### src/gnd_pkg.sv
// Shared types, constants and arithmetic helpers for the gradient noise pipeline.
// Holds the permutation ROM, the gradient dot functions and the Q16.16 multiply.
// No dependencies.
package gnd_pkg;

	localparam int FracBits  = 16;
	localparam int CoordBits = 32;
	localparam int CellBits  = 8;
	localparam int OutBits   = 20;
	localparam int ValBits   = 24;

	// Working value: signed, wide enough for fades, corners and lerps
	typedef logic signed [ValBits-1:0] val_t;
	// Corner offset: fraction or fraction minus one
	typedef logic signed [FracBits+1:0] ofs_t;
	typedef logic signed [OutBits-1:0] corner_t;
	typedef logic [FracBits-1:0] frac_t;
	typedef logic [CellBits-1:0] cell_t;

	// Mode codes
	localparam logic MODE_2D = 1'b0;
	localparam logic MODE_3D = 1'b1;

	localparam val_t ONE      = val_t'(1 << FracBits);
	localparam val_t HALF     = val_t'(1 << (FracBits - 1));
	localparam val_t OUT_MAX  = val_t'(524287);
	localparam val_t OUT_MIN  = -val_t'(524288);

	// Load enables, one per pipeline stage
	typedef struct packed {
		logic s1;
		logic s2;
		logic s3;
		logic s4;
		logic s5;
		logic s6;
		logic s7;
		logic s8;
	} stage_en_t;

	localparam cell_t PERM [256] = '{
		8'd151,8'd160,8'd137,8'd91,8'd90,8'd15,8'd131,8'd13,8'd201,8'd95,8'd96,8'd53,
		8'd194,8'd233,8'd7,8'd225,8'd140,8'd36,8'd103,8'd30,8'd69,8'd142,8'd8,8'd99,
		8'd37,8'd240,8'd21,8'd10,8'd23,8'd190,8'd6,8'd148,8'd247,8'd120,8'd234,8'd75,
		8'd0,8'd26,8'd197,8'd62,8'd94,8'd252,8'd219,8'd203,8'd117,8'd35,8'd11,8'd32,
		8'd57,8'd177,8'd33,8'd88,8'd237,8'd149,8'd56,8'd87,8'd174,8'd20,8'd125,8'd136,
		8'd171,8'd168,8'd68,8'd175,8'd74,8'd165,8'd71,8'd134,8'd139,8'd48,8'd27,8'd166,
		8'd77,8'd146,8'd158,8'd231,8'd83,8'd111,8'd229,8'd122,8'd60,8'd211,8'd133,8'd230,
		8'd220,8'd105,8'd92,8'd41,8'd55,8'd46,8'd245,8'd40,8'd244,8'd102,8'd143,8'd54,
		8'd65,8'd25,8'd63,8'd161,8'd1,8'd216,8'd80,8'd73,8'd209,8'd76,8'd132,8'd187,
		8'd208,8'd89,8'd18,8'd169,8'd200,8'd196,8'd135,8'd130,8'd116,8'd188,8'd159,8'd86,
		8'd164,8'd100,8'd109,8'd198,8'd173,8'd186,8'd3,8'd64,8'd52,8'd217,8'd226,8'd250,
		8'd124,8'd123,8'd5,8'd202,8'd38,8'd147,8'd118,8'd126,8'd255,8'd82,8'd85,8'd212,
		8'd207,8'd206,8'd59,8'd227,8'd47,8'd16,8'd58,8'd17,8'd182,8'd189,8'd28,8'd42,
		8'd223,8'd183,8'd170,8'd213,8'd119,8'd248,8'd152,8'd2,8'd44,8'd154,8'd163,8'd70,
		8'd221,8'd153,8'd101,8'd155,8'd167,8'd43,8'd172,8'd9,8'd129,8'd22,8'd39,8'd253,
		8'd19,8'd98,8'd108,8'd110,8'd79,8'd113,8'd224,8'd232,8'd178,8'd185,8'd112,8'd104,
		8'd218,8'd246,8'd97,8'd228,8'd251,8'd34,8'd242,8'd193,8'd238,8'd210,8'd144,8'd12,
		8'd191,8'd179,8'd162,8'd241,8'd81,8'd51,8'd145,8'd235,8'd249,8'd14,8'd239,8'd107,
		8'd49,8'd192,8'd214,8'd31,8'd181,8'd199,8'd106,8'd157,8'd184,8'd84,8'd204,8'd176,
		8'd115,8'd121,8'd50,8'd45,8'd127,8'd4,8'd150,8'd254,8'd138,8'd236,8'd205,8'd93,
		8'd222,8'd114,8'd67,8'd29,8'd24,8'd72,8'd243,8'd141,8'd128,8'd195,8'd78,8'd66,
		8'd215,8'd61,8'd156,8'd180};

	// Fixed-point product, half rounded up, floor shift
	function automatic val_t mulq(input val_t a, input val_t b);
		logic signed [2*ValBits-1:0] p;
		p = a * b + (2*ValBits)'(HALF);
		return p[FracBits+ValBits-1:FracBits];
	endfunction

	function automatic val_t lerp(input val_t t, input val_t a, input val_t b);
		val_t d;
		d = b - a;
		return a + mulq(t, d);
	endfunction

	// Eight 2D gradients
	function automatic corner_t grad2(input cell_t h, input ofs_t x, input ofs_t y);
		corner_t gx;
		corner_t gy;
		gx = OutBits'(x);
		gy = OutBits'(y);
		unique case (h[2:0])
			3'd0: return gx;
			3'd1: return -gx;
			3'd2: return gy;
			3'd3: return -gy;
			3'd4: return gx + gy;
			3'd5: return -gx + gy;
			3'd6: return gx - gy;
			default: return -gx - gy;
		endcase
	endfunction

	// Twelve 3D gradients; codes twelve to fifteen repeat the first four
	function automatic corner_t grad3(input cell_t h, input ofs_t x, input ofs_t y,
			input ofs_t z);
		corner_t gx;
		corner_t gy;
		corner_t gz;
		gx = OutBits'(x);
		gy = OutBits'(y);
		gz = OutBits'(z);
		unique case (h[3:0])
			4'd0, 4'd12: return gx + gy;
			4'd1, 4'd13: return -gx + gy;
			4'd2, 4'd14: return gx - gy;
			4'd3, 4'd15: return -gx - gy;
			4'd4: return gx + gz;
			4'd5: return -gx + gz;
			4'd6: return gx - gz;
			4'd7: return -gx - gz;
			4'd8: return gy + gz;
			4'd9: return -gy + gz;
			4'd10: return gy - gz;
			default: return -gy - gz;
		endcase
	endfunction

endpackage

### src/gnd_fade.sv
// Four-stage fade curve 6f^6-15f^5+10f^4 for one axis.
// Depends on gnd_pkg.
module gnd_fade import gnd_pkg::*; (
	input  logic      clk,
	input  stage_en_t en,
	input  frac_t     frac_s1,
	output val_t      fade_s5
);

	val_t f_s2, q_s2, f2_s2;
	val_t f_s3, r_s3, f3_s3;
	val_t s_s4, f3_s4;
	val_t f1;

	assign f1 = val_t'(frac_s1);

	// Stage two: linear term and square
	always_ff @(posedge clk) begin
		if (en.s2) begin
			f_s2  <= f1;
			q_s2  <= val_t'(6) * f1 - val_t'(15) * ONE;
			f2_s2 <= mulq(f1, f1);
		end
	end

	// Stage three: quadratic term and cube
	always_ff @(posedge clk) begin
		if (en.s3) begin
			f_s3  <= f_s2;
			r_s3  <= mulq(f_s2, q_s2) + val_t'(10) * ONE;
			f3_s3 <= mulq(f2_s2, f_s2);
		end
	end

	// Stage four: cubic term
	always_ff @(posedge clk) begin
		if (en.s4) begin
			s_s4  <= mulq(f_s3, r_s3);
			f3_s4 <= f3_s3;
		end
	end

	// Stage five: combine
	always_ff @(posedge clk) begin
		if (en.s5) begin
			fade_s5 <= mulq(f3_s4, s_s4);
		end
	end

endmodule

### config.mk
export PLATFORM = sky130hd
export DESIGN_NAME = gnd_fade
export DESIGN_NICKNAME = d
export VERILOG_FILES = /design/src/gnd_pkg.sv /design/src/gnd_fade.sv
export SDC_FILE = /design/constraint.sdc
export NUM_CORES = 2
export LEC_CHECK = 0
export ABC_AREA = 1
export BUFFER_PORTS_ARGS = -buffer_cell sky130_fd_sc_hd__buf_2
export CAP_MARGIN = 25
export CORE_UTILIZATION = 56
export DETAILED_ROUTE_END_ITERATION = 16
export PLACE_DENSITY = 0.72
export SETUP_SLACK_MARGIN = 0.3
export SLEW_MARGIN = 30
export SYNTH_ARGS = -nofsm -noshare
export SYNTH_HDL_FRONTEND = slang
export SYNTH_SLANG_ARGS = --single-unit
### constraint.sdc
create_clock -name clk -period 17.3 [get_ports clk]
set_clock_uncertainty 0.2 [all_clocks]
set_input_delay 3.46 -clock clk [delete_from_list [all_inputs] [get_ports clk]]
set_output_delay 3.46 -clock clk [all_outputs]
set_load 0.05 [all_outputs]
==> results.yml <==
synthesis:
  synth_seq_area_share: 0.0813
  netlist_top_cells_area: "fa_1 44%, inv_1 14%, ha_1 12%, nand2_1 11%, edfxtp_1 8.1%"
  ys_types: 55
  synthArstFlopShare: 0
  yosysTopAreaCell: "fa_1"
  synth_cells: 7889
  yosys_warnings: 0
  synth_edf_count: 175
  syn_nets: 9936
  syn_area_mm2: 0.0647
  ys_seq_elements: 175
  synth_flop_cell: "edfxtp_1"
  synth_top_area_frac: 0.436
  avgSynthCellArea_um2: 8.20
route:
  drc: 0
  wl_per_cell_um: 16.4
  vias: 47900
  drt-pass1-iter-count: 6
  ant_nets: 0
  routed_wl_um: 151000
  drt_iter0_markers: 3143
  vias_per_cell: 5.19
worst_setup_path:
  path_cells: "buf_2, ha_1, fa_1, fa_1, inv_1, fa_1, inv_1, fa_1, inv_1, fa_1, inv_1, fa_1, ha_1, nand2_1, nor4_1, o21ai_0, nand3_1, nand2_1, nand3_1, a31oi_1, o21ai_0, xor2_1"
  crit_family: "adder cells"
  worstPathArrival_ns: 9.14
  ff2ff_path_depth: 35
  r2r_start: "f_s2[7]"
  critPathLaunchType: "input port"
  crit_slowest_cell: "fa_1"
  cp.required_ns: 17.40
  worstPathMaxFanout: 17
  end_kind: "register"
  max_stage_delay_ns: 0.52
  critical_path_class: "in -> reg"
  crit_buf_inv: 5
  regToRegSetupSlack_ns: 9.47
  crit_path_frequent_cell: "fa_1"
  rr_endpoint: "r_s3[21]"
final_layout:
  syn_to_final_growth_pct: 3.02
  drive_gt1_frac: 0.0269
  nNetsFinal: 9741
  final_area_mm2: 0.0666
  utilization: 0.583
  fillCellCount: 10100
sta:
  finalSetupTns_ns: 0
  period_share: 0.523
  rsz0062_at_grt: "false"
  worst_pin_slew_ns: 1.03
  hold_viol: 0
  min_period_ns: 9.05
  setup_viol: 0
  slew_viol_final: 0
  clock.fmax_mhz: 111
  relSlewSlack: 0.311
placement:
  dpl_cell_area_mm2: 0.0660
  hpwl_um: 123000
  gp_congestion: 0.924
  io_buffers: 44
cts:
  cts_made_buffers: 17
  cts_root_buf: "clkbuf_16"
  clockBufferDepth: 2
  clk_latency_ns: 0.54
  cts.htree.levels: 4
  holdBufCountCts: 0
  cts.sinks: 175
  path_clk_slew_ns: 0.09
  postCtsSetupBuffers: 0
  cts_resized: 0
  cts_tree: "built"
worst_hold_path:
  min_from: "f3_s3[3]"
  min_path_type: "reg -> reg"
  min_to: "f3_s4[3]"
  min_path_cells: 0
global_routing:
  grt_max_degree: 59
  track_usage: 0.276
  gr-total-overflow: 0
  grt_pass1_vias: 52200
  antenna_found_initial: 1
  grt_pass1_wl_um: 257000
floorplanning:
  num_io_pins: 49
  num_rows: 124
  die_y_um: 342
  start_util: 0.566
  die-area_mm2: 0.117
  core_area_mm2: 0.114
  die_w_um: 342
run_status:
  outcome: "completed"
flow_run:
  maxCapViolations: 0
[synthesized netlist by cell type (3+ instances only)]
cell / instances
o2111ai_1: 4
clkbuf_1: 284
o21ai_1: 5
nor3_1: 33
xor2_2: 4
xnor2_1: 60
a21o_1: 14
a211oi_1: 4
nand4_1: 31
inv_1: 2454
nand3_1: 96
buf_1: 21
inv_2: 4
o211ai_1: 4
nand3b_1: 8
a21boi_0: 3
o21bai_1: 13
o21a_1: 15
nand3_2: 4
nand2_1: 1967
nor2_2: 14
nor2_1: 172
fa_1: 1410
or2_2: 16
a31oi_1: 12
nand2_2: 20
buf_2: 4
a21oi_1: 196
o21ai_0: 79
nor4_1: 9
and3_1: 4
edfxtp_1: 175
o31ai_1: 4
o221ai_1: 10
xor2_1: 101
ha_1: 612
[metrics by stage]
stage	hold slack, ns	instances	worst slack, ns
2_1_floorplan	0.200	7889	8.35
3_3_place_gp	0.203	9179	7.73
3_5_place_dp	0.205	9181	7.67
4_1_cts	0.219	9213	8.26
5_1_grt	0.229	9220	7.81
6_report	0.220	9220	8.25
[cells in the final DEF (no fill, tap or decap), types with 15 or more instances in the layout]
cell and instances:
a21oi_1 196, nand3_1 96, nand2_1 1967, clkbuf_16 17, o21a_1 15, o21ai_0 78, nor3_1 33, xor2_1 101
fa_1 1410, xnor2_1 60, buf_4 45, nor2_1 172, nand2_2 20, nand4_1 31, inv_1 2454, ha_1 612
edfxtp_1 175, buf_2 43, or2_2 16
[area by class of cell]
class / count / area (um^2) / share of cell area
sequential: 175 / 5260 / 0.0789
antenna: 1 / 2.50 / 0.0000376
clock buffer: 17 / 425 / 0.00639
tap: 1512 / 1890 / 0.0284
multi-input combinational: 4946 / 49000 / 0.736
inverter: 2458 / 9230 / 0.138
clock inverter: 15 / 151 / 0.00227
timing repair buffer: 96 / 654 / 0.00982
[registers in the layout, summed over array words and instances (netlist names)]
register / flops
f3_s4: 18
fade_s5: 24
r_s3: 24
f3_s3: 18
f_s2: 16
q_s2: 18
s_s4: 24
f_s3: 16
f2_s2: 17
[cells by family (layout without fill, tap and decap cells)]
family          Yosys count  in the layout  synth area share
buf+inv                2768           2586             0.161
xor+xnor                167            167            0.0237
other cells               0              1                 0
compound gates          372            372            0.0327
simple gates           2385           2385             0.147
fa+ha+maj              2022           2022             0.555
flops                   175            175            0.0813
[worst register-to-register path: cells and delay by family, from the launching register on]
kind | cells | cell delay, ns
adders and majority gates | 9 | 3.59
and+or+nand+nor | 15 | 1.57
buffers and inverters | 9 | 1.01
DFF | 1 | 0.84
xor gates and xnor gates | 1 | 0.27
AOI/OAI and AO/OA | 1 | 0.11
[worst max-delay path by stage]
stage               startpoint  slack [ns]        end  cells past startpoint
global route        frac_s1[6]        7.81  f2_s2[15]                     22
finish              frac_s1[6]        8.25  f2_s2[15]                     22
detailed placement  frac_s1[7]        7.67  f2_s2[15]                     22
global placement    frac_s1[6]        7.73  f2_s2[15]                     22
CTS                 frac_s1[7]        8.26  f2_s2[15]                     22
floorplan           frac_s1[3]        8.35  f2_s2[14]                     23
[per-layer routing]
metal  vias up  GRT usage  wire length (um)
li1      22100          -                 -
met1     23900      0.365             62700
met2      1650      0.471             74200
met3       276     0.0387             10500
met4         0     0.0832              3900
met5         -          0                 0
Power is not shown: default switching activity piles up to over one toggle a cycle in this logic, so the estimate is an artifact.
